--- src/design/dbvs_pkg.sv ---
// ---------------------------------------------------------------------------
// dbvs_pkg: shared types and constants for the diving branch selector
// Fixed-point format, payload words, queue record and register indexes.
// ---------------------------------------------------------------------------
package dbvs_pkg;

    localparam int FRAC_BITS   = 24;
    localparam int COLUMN_BITS = 20;
    localparam int VAL_BITS    = 56;
    localparam int LOCK_BITS   = 16;
    localparam int PRIO_BITS   = 16;
    localparam int TOL_BITS    = 24;
    localparam int KEY_BITS    = FRAC_BITS + 11;
    localparam int RANK_BITS   = LOCK_BITS + 1;
    localparam int DIST_BITS   = FRAC_BITS + 1;
    localparam int TOL_CMP_W   = (DIST_BITS > TOL_BITS) ? DIST_BITS : TOL_BITS;
    localparam int SCALE_BITS  = 10;
    localparam int QUEUE_DEPTH = 4;

    localparam logic [SCALE_BITS-1:0] KEY_SCALE = SCALE_BITS'(1000);
    localparam logic [RANK_BITS-1:0]  RANK_SENT = '1;
    localparam logic [KEY_BITS-1:0]   KEY_SENT  = '1;
    localparam logic [TOL_BITS-1:0]   TOL_RESET = TOL_BITS'(17);

    // configuration register indexes
    localparam int CFG_IDX_BITS = 2;
    localparam int CFG_DATA_BITS = TOL_BITS;
    localparam logic [CFG_IDX_BITS-1:0] REG_TOLERANCE = CFG_IDX_BITS'(0);
    localparam logic [CFG_IDX_BITS-1:0] REG_PRIO_EN   = CFG_IDX_BITS'(1);

    // direction_code bits
    localparam int DIR_FORCE = 0;
    localparam int DIR_UP    = 1;

    typedef struct packed {
        logic [COLUMN_BITS-1:0]     column_index;
        logic signed [VAL_BITS-1:0] lp_value;
        logic signed [VAL_BITS-1:0] lower_bound;
        logic signed [VAL_BITS-1:0] upper_bound;
        logic                       heuristic_integer;
        logic                       binary_flag;
        logic [LOCK_BITS-1:0]       down_locks;
        logic [LOCK_BITS-1:0]       up_locks;
        logic [PRIO_BITS-1:0]       item_priority;
        logic [1:0]                 direction_code;
        logic                       last_item;
    } cand_t;

    typedef struct packed {
        logic                   found;
        logic [COLUMN_BITS-1:0] best_column;
        logic                   round_up;
        logic                   all_trivially_roundable;
    } result_t;

    // classified candidate, front to back
    typedef struct packed {
        logic                   cand;
        logic                   both;
        logic                   up;
        logic [KEY_BITS-1:0]    key;
        logic [LOCK_BITS-1:0]   locks;
        logic [PRIO_BITS-1:0]   prio;
        logic [1:0]             dir;
        logic [COLUMN_BITS-1:0] column;
        logic                   last;
    } cls_t;

    typedef struct packed {
        logic full;
        logic empty;
    } q_status_t;

endpackage

--- src/design/dive_branch_variable_select_top.sv ---
// ---------------------------------------------------------------------------
// dive_branch_variable_select_top: branching-variable selector for diving
// Classifier, queue and ranking stage; configuration registers.
// ---------------------------------------------------------------------------
//  channel  handshake              word
//  cand     cand_valid/cand_stall  cand_t, one candidate
//  res      res_valid/res_stall    result_t, one per scan (on last candidate)
//  cfg      cfg_valid/cfg_ready    cfg_index, cfg_data
//
//  One candidate per cycle while cand_stall is low; a scan's result word
//  becomes valid once its last candidate has passed the classifier
//  register, the queue and the result register.
//  The queue lets candidates keep flowing while a result waits on res_stall;
//  only a last candidate waits in the queue for the result register.
//  Reset loads tolerance 17, priorities off and an empty scan.
// ---------------------------------------------------------------------------
module dive_branch_variable_select_top
    import dbvs_pkg::*;
#(
    parameter int QUEUE_DEPTH_P = QUEUE_DEPTH
)
(
    input  logic                     clk,
    input  logic                     rst_n,
    input  logic                     cand_valid,
    output logic                     cand_stall,
    input  cand_t                    cand,
    output logic                     res_valid,
    input  logic                     res_stall,
    output result_t                  res,
    input  logic                     cfg_valid,
    output logic                     cfg_ready,
    input  logic [CFG_IDX_BITS-1:0]  cfg_index,
    input  logic [CFG_DATA_BITS-1:0] cfg_data
);

    logic [TOL_BITS-1:0] tolerance_reg;
    logic                prio_en_reg;
    logic                cfg_write;
    logic                q_push;
    logic                q_pop;
    cls_t                q_in;
    cls_t                q_head;
    q_status_t           q_stat;

    assign cfg_ready = 1'b1;
    assign cfg_write = cfg_valid && cfg_ready;

    always_ff @(posedge clk or negedge rst_n)
    begin
        if (!rst_n)
        begin
            tolerance_reg <= TOL_RESET;
            prio_en_reg   <= 1'b0;
        end
        else if (cfg_write)
        begin
            case (cfg_index)
                REG_TOLERANCE: tolerance_reg <= cfg_data[TOL_BITS-1:0];
                REG_PRIO_EN:   prio_en_reg   <= cfg_data[0];
                default:       ;
            endcase
        end
    end

    dbvs_front u_front (
        .clk        (clk),
        .rst_n      (rst_n),
        .cand_valid (cand_valid),
        .cand_stall (cand_stall),
        .cand       (cand),
        .tolerance  (tolerance_reg),
        .q_stat     (q_stat),
        .push       (q_push),
        .push_word  (q_in)
    );

    dbvs_queue #(
        .DEPTH (QUEUE_DEPTH_P)
    ) u_queue (
        .clk       (clk),
        .rst_n     (rst_n),
        .push      (q_push),
        .push_word (q_in),
        .pop       (q_pop),
        .head      (q_head),
        .q_stat    (q_stat)
    );

    dbvs_back u_back (
        .clk       (clk),
        .rst_n     (rst_n),
        .prio_en   (prio_en_reg),
        .head      (q_head),
        .q_stat    (q_stat),
        .pop       (q_pop),
        .res_valid (res_valid),
        .res_stall (res_stall),
        .res       (res)
    );

`ifndef SYNTHESIS
    a_no_overflow: assert property (@(posedge clk) disable iff (!rst_n)
        q_push |-> !q_stat.full)
        else $error("queue written while full");

    a_no_underflow: assert property (@(posedge clk) disable iff (!rst_n)
        q_pop |-> !q_stat.empty)
        else $error("queue read while empty");

    a_empty_result: assert property (@(posedge clk) disable iff (!rst_n)
        (res_valid && !res.found) |-> (res.best_column == '0 && !res.round_up))
        else $error("result without choice carries a column");

    a_stall_cause: assert property (@(posedge clk) disable iff (!rst_n)
        cand_stall |-> q_stat.full)
        else $error("candidate stalled with room in queue");
`endif

endmodule

--- src/design/dbvs_front.sv ---
// ---------------------------------------------------------------------------
// dbvs_front: candidate classifier
// Checks bounds and integrality, picks the natural direction and builds the
// distance key; registers the classified word for the queue.
// ---------------------------------------------------------------------------
module dbvs_front
    import dbvs_pkg::*;
(
    input  logic                clk,
    input  logic                rst_n,
    input  logic                cand_valid,
    output logic                cand_stall,
    input  cand_t               cand,
    input  logic [TOL_BITS-1:0] tolerance,
    input  q_status_t           q_stat,
    output logic                push,
    output cls_t                push_word
);

    localparam logic [DIST_BITS-1:0] ONE  = DIST_BITS'(1) << FRAC_BITS;
    localparam logic [FRAC_BITS-1:0] HALF = FRAC_BITS'(1) << (FRAC_BITS - 1);

    logic                 front_valid_reg;
    logic                 front_valid_next;
    cls_t                 front_reg;
    cls_t                 front_next;
    logic                 advance;
    logic                 accept;
    logic [FRAC_BITS-1:0] frac;
    logic [DIST_BITS-1:0] frac_ext;
    logic [DIST_BITS-1:0] dist_near;
    logic [DIST_BITS-1:0] key_raw;
    logic [KEY_BITS-1:0]  key_scaled;
    logic                 in_bounds;
    logic                 fractional;
    logic                 up_nat;

    assign advance    = !front_valid_reg || !q_stat.full;
    assign cand_stall = !advance;
    assign accept     = cand_valid && advance;

    always_comb
    begin
        frac      = cand.lp_value[FRAC_BITS-1:0];
        frac_ext  = {1'b0, frac};
        dist_near = (frac < HALF) ? frac_ext : (ONE - frac_ext);
        in_bounds = !(cand.lp_value < cand.lower_bound)
                    && !(cand.lp_value > cand.upper_bound);
        fractional = TOL_CMP_W'(dist_near) > TOL_CMP_W'(tolerance);

        if (cand.down_locks < cand.up_locks)
            up_nat = 1'b0;
        else if (cand.down_locks > cand.up_locks)
            up_nat = 1'b1;
        else
            up_nat = (frac >= HALF);

        key_raw    = up_nat ? (ONE - frac_ext) : frac_ext;
        key_scaled = KEY_BITS'(key_raw) * KEY_BITS'(KEY_SCALE);

        front_next.cand   = cand.heuristic_integer && in_bounds && fractional;
        front_next.both   = (cand.down_locks != '0) && (cand.up_locks != '0);
        front_next.up     = up_nat;
        front_next.key    = cand.binary_flag ? KEY_BITS'(key_raw) : key_scaled;
        front_next.locks  = up_nat ? cand.up_locks : cand.down_locks;
        front_next.prio   = cand.item_priority;
        front_next.dir    = cand.direction_code;
        front_next.column = cand.column_index;
        front_next.last   = cand.last_item;

        // drop words that neither rank nor close the scan
        front_valid_next = accept && (front_next.cand || front_next.last);
    end

    always_ff @(posedge clk or negedge rst_n)
    begin
        if (!rst_n)
            front_valid_reg <= 1'b0;
        else if (advance)
            front_valid_reg <= front_valid_next;
    end

    always_ff @(posedge clk)
    begin
        if (accept)
            front_reg <= front_next;
    end

    assign push      = front_valid_reg && !q_stat.full;
    assign push_word = front_reg;

endmodule

--- src/design/dbvs_queue.sv ---
// ---------------------------------------------------------------------------
// dbvs_queue: classified-candidate queue
// Small FIFO that decouples the classifier from the ranking stage.
// ---------------------------------------------------------------------------
module dbvs_queue
    import dbvs_pkg::*;
#(
    parameter int DEPTH = QUEUE_DEPTH
)
(
    input  logic      clk,
    input  logic      rst_n,
    input  logic      push,
    input  cls_t      push_word,
    input  logic      pop,
    output cls_t      head,
    output q_status_t q_stat
);

    localparam int PTR_W = (DEPTH > 1) ? $clog2(DEPTH) : 1;
    localparam int CNT_W = $clog2(DEPTH + 1);
    localparam logic [PTR_W-1:0] PTR_LAST = PTR_W'(DEPTH - 1);
    localparam logic [CNT_W-1:0] CNT_FULL = CNT_W'(DEPTH);

    cls_t             mem [DEPTH];
    logic [PTR_W-1:0] wr_ptr_reg;
    logic [PTR_W-1:0] wr_ptr_next;
    logic [PTR_W-1:0] rd_ptr_reg;
    logic [PTR_W-1:0] rd_ptr_next;
    logic [CNT_W-1:0] count_reg;
    logic [CNT_W-1:0] count_next;

    always_comb
    begin
        wr_ptr_next = wr_ptr_reg;
        rd_ptr_next = rd_ptr_reg;
        count_next  = count_reg;
        if (push)
            wr_ptr_next = (wr_ptr_reg == PTR_LAST) ? '0 : wr_ptr_reg + PTR_W'(1);
        if (pop)
            rd_ptr_next = (rd_ptr_reg == PTR_LAST) ? '0 : rd_ptr_reg + PTR_W'(1);
        if (push && !pop)
            count_next = count_reg + CNT_W'(1);
        else if (pop && !push)
            count_next = count_reg - CNT_W'(1);
    end

    always_ff @(posedge clk or negedge rst_n)
    begin
        if (!rst_n)
        begin
            wr_ptr_reg <= '0;
            rd_ptr_reg <= '0;
            count_reg  <= '0;
        end
        else
        begin
            wr_ptr_reg <= wr_ptr_next;
            rd_ptr_reg <= rd_ptr_next;
            count_reg  <= count_next;
        end
    end

    always_ff @(posedge clk)
    begin
        if (push)
            mem[wr_ptr_reg] <= push_word;
    end

    assign head         = mem[rd_ptr_reg];
    assign q_stat.full  = (count_reg == CNT_FULL);
    assign q_stat.empty = (count_reg == '0);

endmodule

--- src/design/dbvs_back.sv ---
// ---------------------------------------------------------------------------
// dbvs_back: running-best ranking stage
// Applies the doubly-locked filter and priorities, keeps the best
// candidate and emits the result word on the last candidate.
// ---------------------------------------------------------------------------
module dbvs_back
    import dbvs_pkg::*;
(
    input  logic      clk,
    input  logic      rst_n,
    input  logic      prio_en,
    input  cls_t      head,
    input  q_status_t q_stat,
    output logic      pop,
    output logic      res_valid,
    input  logic      res_stall,
    output result_t   res
);

    logic                   triv_reg;
    logic                   triv_next;
    logic [RANK_BITS-1:0]   best_lock_reg;
    logic [RANK_BITS-1:0]   best_lock_next;
    logic [KEY_BITS-1:0]    best_key_reg;
    logic [KEY_BITS-1:0]    best_key_next;
    logic [RANK_BITS-1:0]   best_prio_reg;
    logic [RANK_BITS-1:0]   best_prio_next;
    logic [COLUMN_BITS-1:0] col_reg;
    logic [COLUMN_BITS-1:0] col_next;
    logic                   up_reg;
    logic                   up_next;
    logic                   have_reg;
    logic                   have_next;
    logic                   res_valid_reg;
    logic                   res_valid_next;
    result_t                res_reg;
    result_t                res_next;
    logic                   proc;
    logic                   close;
    logic                   cand_up;
    logic [RANK_BITS-1:0]   cand_locks;
    logic [RANK_BITS-1:0]   cand_prio;
    logic                   wins;

    // hold a last word while the previous result still waits
    assign pop   = !q_stat.empty && (!head.last || !res_valid_reg || !res_stall);
    assign proc  = pop && head.cand && (triv_reg || head.both);
    assign close = pop && head.last;

    always_comb
    begin
        triv_next      = triv_reg;
        best_lock_next = best_lock_reg;
        best_key_next  = best_key_reg;
        best_prio_next = best_prio_reg;
        col_next       = col_reg;
        up_next        = up_reg;
        have_next      = have_reg;
        cand_up        = head.up;
        cand_locks     = {1'b0, head.locks};
        cand_prio      = {1'b0, head.prio};
        wins           = 1'b0;

        if (proc)
        begin
            // first doubly-locked candidate restarts the ranking
            if (triv_reg && head.both)
            begin
                triv_next      = 1'b0;
                best_lock_next = RANK_SENT;
                best_key_next  = KEY_SENT;
            end
            if (prio_en)
            begin
                if (head.dir[DIR_FORCE])
                    cand_up = head.dir[DIR_UP];
                if (cand_prio > best_prio_reg)
                    cand_locks = RANK_SENT;
                else if (cand_prio < best_prio_reg)
                begin
                    best_prio_next = cand_prio;
                    best_lock_next = RANK_SENT;
                end
            end
            wins = (cand_locks < best_lock_next)
                   || ((cand_locks == best_lock_next) && (head.key < best_key_next));
            if (wins)
            begin
                col_next       = head.column;
                best_lock_next = cand_locks;
                best_key_next  = head.key;
                up_next        = cand_up;
                have_next      = 1'b1;
            end
        end

        res_next.found                   = have_next;
        res_next.best_column             = have_next ? col_next : '0;
        res_next.round_up                = have_next && up_next;
        res_next.all_trivially_roundable = triv_next;

        if (close)
            res_valid_next = 1'b1;
        else if (!res_stall)
            res_valid_next = 1'b0;
        else
            res_valid_next = res_valid_reg;

        if (close)
        begin
            triv_next      = 1'b1;
            best_lock_next = RANK_SENT;
            best_key_next  = KEY_SENT;
            best_prio_next = RANK_SENT;
            col_next       = '0;
            up_next        = 1'b0;
            have_next      = 1'b0;
        end
    end

    always_ff @(posedge clk or negedge rst_n)
    begin
        if (!rst_n)
        begin
            triv_reg      <= 1'b1;
            best_lock_reg <= RANK_SENT;
            best_key_reg  <= KEY_SENT;
            best_prio_reg <= RANK_SENT;
            col_reg       <= '0;
            up_reg        <= 1'b0;
            have_reg      <= 1'b0;
            res_valid_reg <= 1'b0;
        end
        else
        begin
            triv_reg      <= triv_next;
            best_lock_reg <= best_lock_next;
            best_key_reg  <= best_key_next;
            best_prio_reg <= best_prio_next;
            col_reg       <= col_next;
            up_reg        <= up_next;
            have_reg      <= have_next;
            res_valid_reg <= res_valid_next;
        end
    end

    always_ff @(posedge clk)
    begin
        if (close)
            res_reg <= res_next;
    end

    assign res_valid = res_valid_reg;
    assign res       = res_reg;

endmodule
--- config.mk ---
export PLATFORM = sky130hd
export DESIGN_NAME = dive_branch_variable_select_top
export DESIGN_NICKNAME = d
export VERILOG_FILES = /design/src/design/dbvs_pkg.sv /design/src/design/dive_branch_variable_select_top.sv /design/src/design/dbvs_front.sv /design/src/design/dbvs_queue.sv /design/src/design/dbvs_back.sv
export SDC_FILE = /design/constraint.sdc
export NUM_CORES = 1
export LEC_CHECK = 0
export BUFFER_PORTS_ARGS = -buffer_cell sky130_fd_sc_hd__buf_2
export CAP_MARGIN = 15
export CORE_MARGIN = 2
export CORE_UTILIZATION = 55
export DETAILED_ROUTE_END_ITERATION = 12
export PLACE_DENSITY = 0.86
export SYNTH_ARGS = -nofsm -noshare
export SYNTH_HDL_FRONTEND = slang
export SYNTH_SLANG_ARGS = --single-unit
--- constraint.sdc ---
create_clock -name clk -period 6.6 [get_ports clk]
set_clock_uncertainty 0.15 [all_clocks]
set_input_delay 0.66 -clock clk [delete_from_list [all_inputs] [get_ports clk]]
set_output_delay 0.66 -clock clk [all_outputs]
set_load 0.05 [all_outputs]
Yosys cells after proc, flatten, opt, wreduce, memory -nomap -nowiden

Memory sizes are Yosys's and may differ from the RTL's.
Cells that the tools add are included.

Add/sub/neg operators: 5
Multipliers: 1
Divide/modulo/power cells: 0
Order comparisons: 11
Equal/unequal tests: 7
Shift operators: 0
Muxes and demuxes: 49
Bitwise gates (word level): 0
Reductions and logical operators: 44

Operators by type and width:

| kind                   | number |
|---|---|
| $mux 17                | 16 |
| $mux 35                | 5 |
| $mux 25                | 3 |
| $mux 20                | 3 |
| $gt 56x56->1           | 1 |
| $lt 56x56->1           | 1 |
| $lt 35x35->1           | 1 |
| $mul 25x7->32 const B  | 1 |
| $reduce_bool 16->1     | 2 |
| $gt 25x24->1           | 1 |
| $sub 25x24->25 const A | 1 |
| $ge 24x24->1 const B   | 1 |
| $lt 24x24->1 const B   | 1 |
| $eq 17x17->1           | 1 |
| $gt 16x17->1           | 1 |
| $lt 16x17->1           | 1 |
| $lt 17x17->1           | 1 |
| $mux 1                 | 17 |
| $gt 16x16->1           | 1 |
| $logic_and 1x1->1      | 16 |
| $lt 16x16->1           | 1 |
| $mux 16                | 1 |
| $logic_not 1->1        | 11 |
| $reduce_bool 2->1      | 4 |
| other kinds (14)       | 25 |

Bits in registers: 242
Latch bits: 0
RAM bits: 372
ROM bits: 0
Input bits: 272
Output and inout bits: 26
Logic and storage cells: 147
Memories: 1

Memory list:

| memory      | words | bits a word | read ports | clocked after memory_dff | wr ports | line             | text |
|---|---|---|---|---|---|---|---|
| u_queue.mem | 4     | 93          | 1          | 0                        | 1        | dbvs_queue.sv:25 | `cls_t mem [DEPTH];` |

Longest topological paths before layout

Gate-level depths: netlist of run 1.
An unclocked memory read counts as a cell.

Word-level depth: 14
Depth in mapped cells: 30
Depth with buffers taken out: 28

By module

From an unflattened synthesis of run 1, not the netlist that was laid out.

Cells, all modules: 2,575
Area total of the unflattened synthesis: 33,797.4 um2

By module, submodules not included:

| module                          | times used | cells each | area an instance (um2) | seq. area each (um2) |
|---|---|---|---|---|
| dbvs_queue                      | 1          | 523        | 13,880.8               | 11,345.9 |
| dbvs_front                      | 1          | 1,383      | 12,493.2               | 2,817.7 |
| dbvs_back                       | 1          | 613        | 6,453.7                | 3,105.5 |
| dive_branch_variable_select_top | 1          | 56         | 969.7                  | 628.1 |

Worst setup path after synthesis of run 1

Ideal clock, no wire load.

Kind: input to register
Start point: in cand[171] (netlist name)
End point: reg u_front.front_reg (netlist bit u_front.push_word[89]) (data pin)
Arrival: 6.659 ns
Required time: 6.184 ns
Path slack: -0.475 ns
Stages: 26
Buffers on the path: 2
Cell sequence: buf_4 -> or2_1 -> or4_4 -> or3_1 -> buf_6 -> or2_4 -> or3_1 -> nand2_1 -> xor2_2 -> inv_1 -> ha_1 -> inv_1 -> fa_1 -> fa_1 -> fa_1 -> inv_1 -> ha_1 -> a21o_1 -> a21o_1 -> a21oi_1 -> o21ai_0 -> o32a_1 -> o31ai_1 -> o21ai_0 -> xnor2_1 -> nor2_1

Cells in the longest elaborated chain, start to end: 5
Elaborated cells on any way between the ends: 6

Ends and longest elaborated chain:

| item                 | line                                  | text |
|---|---|---|
| start, declared      | dive_branch_variable_select_top.sv:27 | `input cand_t cand,` |
| $ge 24x24->1         | dbvs_front.sv:56                      | `up_nat = (frac >= HALF);` |
| $mux 1               | dbvs_front.sv:53                      | `else if (cand.down_locks > cand.up_locks)` |
| $mux 1               | dbvs_front.sv:51                      | `if (cand.down_locks < cand.up_locks)` |
| $mux 25 *            | dbvs_front.sv:58                      | `key_raw = up_nat ? (ONE - frac_ext) : frac_ext;` |
| $mul 25x7->32 *      | dbvs_front.sv:59                      | `key_scaled = KEY_BITS'(key_raw) * KEY_BITS'(KEY_SCALE);` |
| end signal, assigned | dbvs_front.sv:86                      | `front_reg <= front_next;` |
| end, declared        | dbvs_front.sv:25                      | `cls_t front_reg;` |

Every way passes the cells marked *; elsewhere a longest branch is shown, timed or not.
A chain may end at the register's enable or synchronous reset.

Final worst setup path of run 1

Start point: in cand[172] (netlist name)
End point: reg u_front.front_reg (netlist bit u_front.push_word[85]) (data pin)

Same word-level chain as after synthesis.

==> results of run 1 <==
[report_power, final]
| group | switching (uW) | internal [uW] |
|---|---|---|
| clock | 1410 | 1820 |
| sequential | 450 | 5490 |
| combinational | 6540 | 5290 |
[layout by cell type, fill, tap and decap left out, drive strengths merged, types with 78 or more instances in the layout]
master	count
a21oi	118
buf	507
clkbuf	78
edfxtp	488
ha	285
inv	280
mux4	91
nand2	154
nor2	143
o21ai	119
xnor2	79
[worst max-delay path, stage by stage]
cell and delay, ns:
buf_2 0.11, or2_1 0.26, or4_4 0.42, or3_1 0.38, or2_4 0.27, or3_4 0.39, nand2_4 0.09, xor2_4 0.20
fa_1 0.47, fa_1 0.52, inv_1 0.06, fa_1 0.51, inv_1 0.06, fa_1 0.52, inv_2 0.05, ha_4 0.26
nand3_1 0.12, nor2_2 0.20, and2_1 0.19, o32a_1 0.24, o31ai_4 0.12, o21bai_1 0.20, xnor2_1 0.16, nor2_1 0.09
[worst paths after layout]
kind,from,to,slack (ns),cells past startpoint
max in group asynchronous,rst_n,u_queue.rd_ptr_reg[1],4.76,2
min reg2reg,u_front.push_word[63],u_queue.mem[2][63],0.34,0
max,cand[172],u_front.push_word[85],0.21,24
max reg2reg,u_queue.rd_ptr_reg[0],u_back.best_key_reg[18],0.34,21
min in group clk,cand[13],u_front.push_word[33],0.07,1
min,rst_n,u_back.res_valid,0.07,1
[metal layers]
layer / up-vias / track usage (%)
met5: - / 0
met4: 4 / 10.2
met3: 183 / 3.65
met2: 901 / 49.0
met1: 11300 / 31.5
li1: 10400 / -
[through the flow]
| stage | power (uW) | instance area (sq um) | cells |
|---|---|---|---|
| CTS | 20600 | 39100 | 3876 |
| finish | 21000 | 39300 | 3888 |
| detailed placement | 17100 | 37200 | 3766 |
| global placement | 16400 | 37200 | 3766 |
| floorplan | 13600 | 33600 | 2583 |
| global route | 22300 | 39300 | 3887 |
[cell type report]
cell class / instances / share of cell area, %
clock inverter: 32 / 0.563
sequential: 614 / 45.6
multi-input combinational: 1595 / 36.7
antenna: 1 / 0.00637
timing repair buffer: 507 / 7.85
inverter: 279 / 2.66
clock buffer: 78 / 4.18
tap: 782 / 2.49
[logic make-up (layout without fill, tap and decap cells)]
family                     Yosys count  after routing
adders and majority gates          368            368
muxes                              107            107
DFF                                614            614
xor gates and xnor gates           108            108
buffers and inverters              374            896
AOI/OAI and AO/OA                  471            471
other                                1              2
and+or+nand+nor                    540            540
[what timing repair did]
item,4_1_cts,5_1_grt
endpoints found under the setup margin,0,107
gates resized for setup,0,25
hold buffers,0,0
buffers inserted,0,11
endpoints found under the hold margin,0,0
==> summary.txt, run 1 <==
Logic synthesis
  – Most common library cells after synthesis: edfxtp_1, ha_1, inv_1, nand2_1, nor2_1
  – Post-Synth Simple-Gate Area: 7.84%
  – Yosys top cell by area: edfxtp_1
  – Seq/Total Area, Yosys: 53.5%
  – Avg Cell Area, Syn: 12.9 sq um
  – EDFF count, synth: 488
  – Mux contribution to synthesized area: 6.62%
  – Synth warn: 0
  – Area contributors post-synth: edfxtp_1, ha_1, mux4_2
  – Post-synth cell types: 85
  – Synth Area in Adders: 15.4%
  – Syn Inst Count: 2583
  – Yosys reg bits: 614
  – Post-Syn Area: 33400 sq um
  – Post-synth ARST share: 20.5%
  – Share of the synthesized area in the top cell type: 43.8%
  – Post-Syn Nets: 3217
  – Dominant synthesized flop cell: edfxtp_1
  – Most frequent cell after synthesis: edfxtp_1
  – Complex-gate fraction of the synthesized area: 9.31%
  – Xor and xnor area share after synthesis: 2.95%
  – Largest family of logic cells by synthesized area: adder cells

Status
  – Status: finished, final reports clean

Routing
  – Vias per cell: 5.84
  – DR vias: 22700
  – WL per Instance: 21.5 microns
  – DRC viols: 0
  – Wl on met1: 31700 microns
  – Uppermost layer routed: met5
  – DRT Wirelength: 83400 microns
  – Antenna viol nets, final: 0
  – Met3 wire length: 4840 microns
  – Routed met2 length: 43800 microns
  – First-pass detailed-route iteration total: 5
  – Iter 0 DRT Violations: 1586

Timing
  – Hold Slack: 0.0709 ns
  – Min setup slack post-route: 0.207 ns
  – Min Tclk post-route: 6.39 ns
  – Max-slew headroom: 19.6%
  – Worst-Margin Slew: 1.21 ns
  – Max-slew violations: 0
  – Unrepaired setup endpoints after global routing: false
  – Fmax: 156 MHz
  – Hold Fails Final Rpt: 0
  – Fin Setup TNS: 0 ns
  – Tcrit/Tclk final: 96.9%
  – Endpoints failing setup: 0

Clocking
  – TritonCTS buffer count: 59
  – Clock Path Buffers: 3
  – Worst skew pair latency: 0.62 ns
  – Clock transition at path regs: 0.06 ns
  – H-tree depth: 2
  – CTS Sinks: 614
  – Root buffer cell: clkbuf_16
  – CTS tree: yes

Global routing
  – Initial antenna violation count: 6
  – First-pass GRT wire length: 130000 microns
  – Vias in the first global route: 24100
  – Largest net degree at the start of global routing: 70
  – GR Util All Layers: 26.6%
  – Grt ovf: 0

Floorplanning
  – Die width: 251 microns
  – Row Count: 90
  – Boundary Pins: 298
  – Starting density of the core: 55.5%
  – Height of the die: 251 microns
  – Die Area: 62800 sq um
  – Core Box Area: 60200 sq um

Place
  – Final HPWL DP: 59500 microns
  – Port Buffer Count: 296
  – Worst slack, placed: -0.430 ns
  – Placer Congestion: 0.982

Hold path
  – Min-Delay Path Class: input pin to async pin

Layout
  – Final core occ: 65.2%
  – Final nets: 3690
  – Layout cells sized above 1: 27.6%
  – Largest register FFs: 372
  – Reg area: 17900 sq um
  – Area growth from synthesis to layout: 17.5%
  – Fill cells: 4160
  – Combined area of the multi-input logic cells: 14400 sq um

Worst setup path
  – Kind of critical path: input pin to register
  – Worst endpoint required time: 6.76 ns
  – CP Data Arrival Time: 6.55 ns
  – Worst-path fanout max: 4
  – Worst Setup End Kind: register
  – CP startpoint kind: input pin

Pwr
  – Cell Pwr Density: 535 nW/um^2
  – P_leak: 0.0166 uW
  – VDD IR max: 0.000688 V

Job
  – Number of max-cap violations: 0
No activity file was read; power rests on OpenSTA's default activity.
==> run 2: changes to the inputs <==
CORE_UTILIZATION = 60   (was 55)
CTS_CLUSTER_DIAMETER = 50   (was not set)
PLACE_DENSITY = 0.89   (was 0.86)
clock period = 6.95 ns   (was 6.6 ns; I/O delays follow)
==> run 2 against run 1 <==
  * Wire length rose by 1.5%
  * Largest power group unchanged
  * Worst setup slack improved by 0.11 ns
  * Die area fell by 8.2%
  * Sequential power fell by 4.5%
  * Via count rose by 1.7%
  * Cell area fell by 0.86%
  * First-iteration DRC count rose by 28%
  * Hold slack improved by 0.040 ns
  * Flip-flop and latch count did not move
  * Register-to-register slack barely moved
==> summary.txt, run 2 (synthesized netlist as in run 1, its figures left out) <==
Layout
  – Commonest non-fill, non-tap cell in the layout: edfxtp_1 (unchanged)
  – Fill cells: 3477 (was 4160)
  – Largest register FFs: 372 (unchanged)
  – Final core occ: 70.7% (was 65.2%)
  – Cell area after layout: 39000 sq um (was 39300 sq um)
  – Layout cells sized above 1: 25.6% (was 27.6%)
  – Highest-count cells in the layout ignoring fill and taps: edfxtp_1, buf_2, ha_1 (unchanged)
  – Reg area: 17900 sq um (unchanged)
  – Combined area of the multi-input logic cells: 14200 sq um (was 14400 sq um)
  – Area growth from synthesis to layout: 16.5% (was 17.5%)
  – Final nets: 3635 (was 3690)

Pwr
  – P_leak: 0.0165 uW (was 0.0166 uW)
  – Cell Pwr Density: 504 nW/um^2 (was 535 nW/um^2)
  – VDD IR max: 0.000560 V (was 0.000688 V)

Floorplanning
  – Die width: 240 microns (was 251 microns)
  – Die Area: 57700 sq um (was 62800 sq um)
  – Core Box Area: 55100 sq um (was 60200 sq um)
  – Starting density of the core: 60.7% (was 55.5%)
  – Row Count: 86 (was 90)
  – Boundary Pins: 298 (unchanged)
  – Height of the die: 240 microns (was 251 microns)

Worst setup path
  – CP dominant cell by count: inv_1 (was fa_1)
  – CP Data Arrival Time: 6.81 ns (was 6.55 ns)
  – Worst path max stage delay: 0.53 ns (was 0.52 ns)
  – Crit-path slowest cell: fa_1 (unchanged)
  – Worst Setup End Kind: register (unchanged)
  – Worst endpoint required time: 7.12 ns (was 6.76 ns)
  – Worst-path fanout max: 9 (was 4)
  – Kind of critical path: input pin to register (unchanged)
  – CP startpoint kind: input pin (unchanged)

Global routing
  – First-pass GRT wire length: 131000 microns (was 130000 microns)
  – Largest net degree at the start of global routing: 76 (was 70)
  – GR Util All Layers: 29.8% (was 26.6%)
  – Grt ovf: 0 (unchanged)
  – Initial antenna violation count: 5 (was 6)
  – Vias in the first global route: 24800 (was 24100)

Place
  – Placed cell areas: 36700 sq um (was 37200 sq um)
  – Placer Congestion: 0.957 (was 0.982)
  – Final HPWL DP: 57400 microns (was 59500 microns)
  – Port Buffer Count: 296 (unchanged)
  – Worst slack, placed: -0.246 ns (was -0.430 ns)

Clocking
  – Hold-fix buffer count after cts: 0 (unchanged)
  – CTS tree: yes (unchanged)
  – CTS Sinks: 614 (unchanged)
  – Clock transition at path regs: 0.06 ns (about the same)
  – TritonCTS buffer count: 66 (was 59)
  – Root buffer cell: clkbuf_16 (unchanged)
  – H-tree depth: 3 (was 2)
  – Clock Path Buffers: 3 (unchanged)
  – Worst skew pair latency: 0.62 ns (about the same)

Routing
  – WL per Instance: 22.3 microns (was 21.5 microns)
  – First-pass detailed-route iteration total: 7 (was 5)
  – DR vias: 23100 (was 22700)
  – DRC viols: 0 (unchanged)
  – Antenna viol nets, final: 0 (unchanged)
  – DRT Wirelength: 84700 microns (was 83400 microns)
  – Vias per cell: 6.07 (was 5.84)
  – Iter 0 DRT Violations: 2035 (was 1586)

Timing
  – Min setup slack post-route: 0.315 ns (was 0.207 ns)
  – Max-slew violations: 0 (unchanged)
  – Tcrit/Tclk final: 95.5%
  – Fin Setup TNS: 0 ns (unchanged)
  – Fmax: 151 MHz
  – Hold Slack: 0.111 ns (was 0.0709 ns)
  – Unrepaired setup endpoints after global routing: false (unchanged)
  – Endpoints failing setup: 0 (unchanged)
  – Hold Fails Final Rpt: 0 (unchanged)
  – Min Tclk post-route: 6.64 ns
  – Worst-Margin Slew: 1.08 ns (was 1.21 ns)
  – Max-slew headroom: 28.2% (was 19.6%)

Status
  – Status: finished, final reports clean (unchanged)

Job
  – Number of max-cap violations: 0 (unchanged)

Hold path
  – Min-Delay Path Class: input pin to register (was input pin to async pin)
## run 2: cell count changes in the layout (fill, tap and decap cells not counted), sizes merged
cell and change:
buf -62, bufinv +4, clkbuf +8, clkinv -5
clkinvlp -3, diode +1, inv +6
## run 2: path summary, 6_finish.rpt
check / from / endpoint / slack (ns) / cells past startpoint
min: cand[222] / u_front.push_word[2] / 0.11 / 1
max: cand[33] / u_front.push_word[89] / 0.31 / 30
max in group asynchronous: rst_n / u_back.col_reg[14] / 5.13 / 2
min in group asynchronous: rst_n / u_queue.rd_ptr_reg[0] / 0.14 / 1
max reg2reg: u_queue.rd_ptr_reg[0] / u_back.best_key_reg[16] / 0.35 / 20
min reg2reg: u_front.push_word[46] / u_queue.mem[2][46] / 0.34 / 0
## run 2: routing by layer
metal / up-vias / wire [microns] / GRT usage (%)
met1: 11300 / 30700 / 34.7
met4: 4 / 3970 / 14.9
li1: 10300 / - / -
met2: 1209 / 43900 / 53.6
met5: - / 21 / 0
met3: 281 / 6010 / 4.62
## run 2: final cells by class
cell class	instances	area share (%)
antenna	2	0.0128
clock buffer	86	4.69
clock inverter	34	1.03
inverter	279	2.69
multi-input combinational	1595	36.5
sequential	614	45.9
tap	748	2.40
timing repair buffer	445	6.71
## run 2: report_power, final
group	internal, uW	switching (uW)	total, uW
Sequential	5210	466	5670
Combinational	4490	5910	10400
Clock	2110	1470	3580
Total	11800	7840	19700
## run 2: critical path, delay by kind of cell
family | cells | cell delay (ns)
adder cells (fa/ha/maj) | 6 | 2.64
XOR/XNOR | 2 | 0.40
AO/OA/AOI/OAI | 7 | 1.41
buffers and inverters | 10 | 0.95
AND/OR/NAND/NOR | 5 | 0.69
## run 2: what timing repair did
action / in CTS / in global routing
buffers inserted: 0 / 0
resized for setup: 0 / 5
endpoints found under the setup margin: 0 / 7
## run 2: per-stage QoR
| step | std cells | total power (uW) |
|---|---|---|
| after floorplan | 2583 | 12700 |
| after global placement | 3681 | 14900 |
| after detailed placement | 3681 | 15500 |
| after CTS | 3801 | 19400 |
| after global routing | 3803 | 20800 |
| final | 3803 | 19700 |
